===== config.mk =====
export PLATFORM = sky130hd
export DESIGN_NAME = ihc_verdict
export DESIGN_NICKNAME = d
export VERILOG_FILES = /design/src/design/ihc_pkg.sv /design/src/design/ihc_verdict.sv
export SDC_FILE = /design/constraint.sdc
export NUM_CORES = 1
export LEC_CHECK = 0
export BUFFER_PORTS_ARGS = -buffer_cell sky130_fd_sc_hd__buf_2
export CORE_AREA = 4 4 88 90
export DETAILED_ROUTE_END_ITERATION = 10
export DIE_AREA = 0 0 92 94
export PLACE_DENSITY = 0.66
export SYNTH_ARGS = -nofsm -noshare
export SYNTH_HDL_FRONTEND = slang
export SYNTH_SLANG_ARGS = --single-unit

===== constraint.sdc =====
create_clock -name vclk -period 5.85
set_input_delay 0.2925 -clock vclk [all_inputs]
set_output_delay 0.2925 -clock vclk [all_outputs]
set_load 0.01 [all_outputs]

===== src/design/ihc_pkg.sv =====
// Package for the IPv4 header checker: widths, header word positions, verdict
// codes, register indexes, the latched header and result records, and the
// ones' complement add. No dependencies.
package ihc_pkg;

	localparam int HEADER_WORDS = 10;
	localparam int IDX_W        = 4;
	localparam int WORD_W       = 16;
	localparam int ADDR_W       = 32;
	localparam int CFG_IDX_W    = 2;
	localparam int CFG_DATA_W   = 32;
	localparam int OUT_TDATA_W  = 72;

	// verdict codes
	localparam logic [1:0] VERDICT_OK          = 2'd0;
	localparam logic [1:0] VERDICT_BAD_VERSION = 2'd1;
	localparam logic [1:0] VERDICT_BAD_DEST    = 2'd2;
	localparam logic [1:0] VERDICT_BAD_SUM     = 2'd3;

	// configuration register indexes
	localparam logic [CFG_IDX_W-1:0] CFG_OWN_ADDRESS = 2'd0;
	localparam logic [CFG_IDX_W-1:0] CFG_MAX_PAYLOAD = 2'd1;

	localparam logic [ADDR_W-1:0] OWN_ADDRESS_RESET = 32'hC0A8_010C;
	localparam logic [WORD_W-1:0] MAX_PAYLOAD_RESET = 16'd65515;

	localparam logic [7:0]        VERSION_IHL_OK    = 8'h45;
	localparam logic [WORD_W-1:0] BASE_HEADER_BYTES = 16'd20;
	localparam logic [WORD_W-1:0] SUM_ALL_ONES      = 16'hFFFF;

	// header word positions
	localparam logic [IDX_W-1:0] WORD_VERSION   = 4'd0;
	localparam logic [IDX_W-1:0] WORD_LENGTH    = 4'd1;
	localparam logic [IDX_W-1:0] WORD_TTL_PROTO = 4'd4;
	localparam logic [IDX_W-1:0] WORD_SRC_HI    = 4'd6;
	localparam logic [IDX_W-1:0] WORD_SRC_LO    = 4'd7;
	localparam logic [IDX_W-1:0] WORD_DST_HI    = 4'd8;
	localparam logic [IDX_W-1:0] WORD_DST_LO    = 4'd9;
	localparam logic [IDX_W-1:0] WORD_COUNT     = IDX_W'(HEADER_WORDS);

	typedef struct packed {
		logic [7:0]        version_byte;
		logic [WORD_W-1:0] total_length;
		logic [7:0]        ttl_value;
		logic [7:0]        protocol_value;
		logic [ADDR_W-1:0] source_value;
		logic [ADDR_W-1:0] dest_value;
		logic [WORD_W-1:0] running_sum;
	} hdr_t;

	// first member lands in the highest bits: verdict sits at bit 0
	typedef struct packed {
		logic              payload_fits;
		logic [WORD_W-1:0] payload_length;
		logic [7:0]        ttl_next;
		logic [7:0]        protocol_number;
		logic [ADDR_W-1:0] source_address;
		logic [1:0]        verdict;
	} result_t;

	localparam int RESULT_W = $bits(result_t);

	function automatic logic [WORD_W-1:0] ones_add(input logic [WORD_W-1:0] a,
			input logic [WORD_W-1:0] b);
		logic [WORD_W:0] s;
		s = {1'b0, a} + {1'b0, b};
		return s[WORD_W-1:0] + {{(WORD_W-1){1'b0}}, s[WORD_W]};
	endfunction

endpackage


===== src/design/ihc_verdict.sv =====
// Final decision for one complete header: verdict in priority order and the
// payload length check. Depends on ihc_pkg.
module ihc_verdict
	import ihc_pkg::*;
(
	input  hdr_t              hdr,
	input  logic [ADDR_W-1:0] own_address,
	input  logic [WORD_W-1:0] max_payload,
	output result_t           result
);

	logic [WORD_W-1:0] plen;
	logic              underflow;
	logic              too_long;

	assign underflow = hdr.total_length < BASE_HEADER_BYTES;
	assign plen      = hdr.total_length - BASE_HEADER_BYTES;
	assign too_long  = plen > max_payload;

	always_comb begin
		if (hdr.version_byte != VERSION_IHL_OK) begin
			result.verdict = VERDICT_BAD_VERSION;
		end else if (hdr.dest_value != own_address) begin
			result.verdict = VERDICT_BAD_DEST;
		end else if (hdr.running_sum != SUM_ALL_ONES) begin
			result.verdict = VERDICT_BAD_SUM;
		end else begin
			result.verdict = VERDICT_OK;
		end
		result.source_address  = hdr.source_value;
		result.protocol_number = hdr.protocol_value;
		result.ttl_next        = hdr.ttl_value - 8'd1;
		result.payload_fits    = !underflow && !too_long;
		result.payload_length  = (underflow || too_long) ? '0 : plen;
	end

endmodule


==> results.cfg <==
[global_routing]
first_global_vias = 1983
grt_first_pass_wirelength_mm = 8.79
grt_remaining_overflow = 0
antenna_found_initial = 0
grt_start_max_net_pins = 18
gr-usage-all-layers = 0.125

[cts]
post_cts_resized = 0
post_cts.repair.setup_buffers = 0
cts_hold_repair.buffers = 0

[synthesis]
synth-xor-area-share = 0.261
synth_top_family_by_area = XOR/XNOR gates
synthAdderAreaFrac = 0.137
post_synth_and_or_nand_nor_area_fraction = 0.218
syn_area_per_cell_um2 = 7.23
muxShareOfSynthArea = 0
yosys_warnings = 0
yosysUniqueCellTypes = 35
synth-compound-area-share = 0.138
netlist_instances = 227
synth_sequential_area_ratio = 0
synth_nets = 413
syn-cell-area_mm2 = 0.00164

[die]
die-height_um = 94
boundary_pins = 235
starting_utilization_of_the_core_area = 0.233
die_area_mm2 = 0.00865
core.rowCount = 31
coreArea_mm2 = 0.00706
die_x_um = 92

[worst_setup_path]
end_kind = primary output
criticalPathCategory = input port to primary output
crit_path_max_fanout = 17
crit_arrival_ns = 3.31
worst_endpoint_required_time_ns = 5.56
timing.critical_path.from_type = input port

[drt]
routed_via_count = 1885
firstDrtPassIters = 4
route.antenna.remaining_nets = 0
drt_iter0_markers = 12
drc = 0
routedWlPerCell_um = 13.3
finalWirelength_mm = 5.83
vias_per_cell = 4.29

[layout]
area_of_the_multi_input_gates_mm2 = 0.00124
finish.instance_area_mm2 = 0.00223
layout.nets = 528
finalNonFillerCells = 439
clock_buffer_count = 0
seq_area_um2 = 0
drive_above_1_share = 0.482
antenna-diode-count = 0
fillcell_total = 796
sequential_cell_total = 0
areaGrowthSynthToFinish_pct = 35.7

[place]
dpl.cell_count = 439
placed_cell_area_mm2 = 0.00223
buffer_ports.inserted = 155
place_hpwl_mm = 5.48
routabilityCongestion = 0.847

[pwr]
power.switching_fraction = 0.484
power_density_mw_per_mm2 = 72.6
irDropWorstVdd_v = 0.0000338
leakagePower_nw = 1.18
share_clk_of_total_power = 0
power_switching_mw = 0.0784
internal_power_mw = 0.0834
sequentialPowerShare = 0
power.share.combinational = 1.000

[timing]
timing.final.crit_share = 0.615
finalHoldWorstSlack_ns = 0.585
slew-limit-headroom = 0.691
hold_viol_final = 0
worst_pin_slew_ns = 0.462
finalWorstPathRequiredPeriod_ns = 3.60
total_of_endpoints_with_negative_setup_slack_in_the_final_report = 0
fmaxAchievable_ghz = 0.278
grt_setup_unrepaired = no
setup_total_negative_slack_ns = 0
report.final.slew_viol_count = 0

[run_status]
run_status = finished clean

[job]
max-cap-violations = 0

[worst_hold_path]
worstHoldPathType = input port to primary output
-- placed cells by master, fill, tap and decap left out, types with 2 or more instances in the layout --
cell type	synthesis	routed
buf_2	1	155
nor3_1	5	5
a21oi_1	10	10
a21boi_1	6	6
a21boi_0	6	6
o21ai_0	2	2
or4_1	2	2
inv_1	24	24
nor2_1	10	10
nor4_1	4	4
xnor2_1	38	38
nand4_1	14	14
xor2_1	11	11
nor2b_1	2	2
ha_1	18	18
nand3_1	3	3
nand2_1	13	13
-- power groups by stage --
stage / clock network (mW) / logic [mW] / registers [mW]
global placement: 0 / 0.161 / 0
finish: 0 / 0.162 / 0
CTS: 0 / 0.164 / 0
detailed placement: 0 / 0.164 / 0
global route: 0 / 0.183 / 0
floorplan: 0 / 0.110 / 0
-- critical path, cell delays in order --
cell	delay (ns)
buf_2	0.12
or4_4	0.55
nor3_4	0.19
nor3b_2	0.22
xor2_1	0.21
ha_1	0.29
nand4_1	0.17
o221ai_1	0.16
a311o_1	0.28
a211o_2	0.45
a21boi_0	0.20
buf_2	0.17
-- kinds of logic after synthesis --
logic type / count (synthesis)
compound gates: 32
xor+xnor: 49
fa+ha+maj: 18
buf+inv: 66
simple gates: 62
-- stage by stage --
step	power (mW)	setup slack, ns	utilization
finish	0.162	2.25	0.316
floorplan	0.110	2.66	-
global placement	0.161	2.39	0.316
global route	0.183	2.01	0.316
CTS	0.164	2.24	0.316
detailed placement	0.164	2.26	0.316
-- routing by layer --
| layer | wire length [µm] | GRT usage | share of wire |
|---|---|---|---|
| met1 | 1840 | 0.109 | 0.31 |
| met2 | 3200 | 0.268 | 0.55 |
| met3 | 728 | 0.0449 | 0.12 |
| met4 | 68 | 0.0210 | 0.012 |
| met5 | 0 | 0 | 0 |
-- path summary, 6_finish.rpt --
kind                endpoint  cells past startpoint     start  slack, ns
setup / recovery  result[55]                     12  hdr[106]       2.25
hold / removal    result[13]                      0   hdr[59]       0.59
-- area by class of cell --
cell class | instances | share of cell area
Multi-Input combinational cell | 161 | 0.556
Timing Repair Buffer | 155 | 0.348
Tap cell | 99 | 0.0556
Inverter | 24 | 0.0404
-- Yosys cell counts, types with 2 or more instances --
library cell,number,area share
nand4_1,14,0.053
nand2_1,13,0.030
nor3_1,5,0.015
a21boi_1,6,0.027
nor2b_1,2,0.0076
o21ai_0,2,0.0061
nand3_1,3,0.0091
a21oi_1,10,0.030
xnor2_1,38,0.20
ha_1,18,0.14
a21boi_0,6,0.027
nor4_1,4,0.015
xor2_1,11,0.059
nor2_1,10,0.023
inv_1,24,0.055
or4_1,2,0.0091
buf_4,41,0.19
No activity file was read; power rests on OpenSTA's default activity.
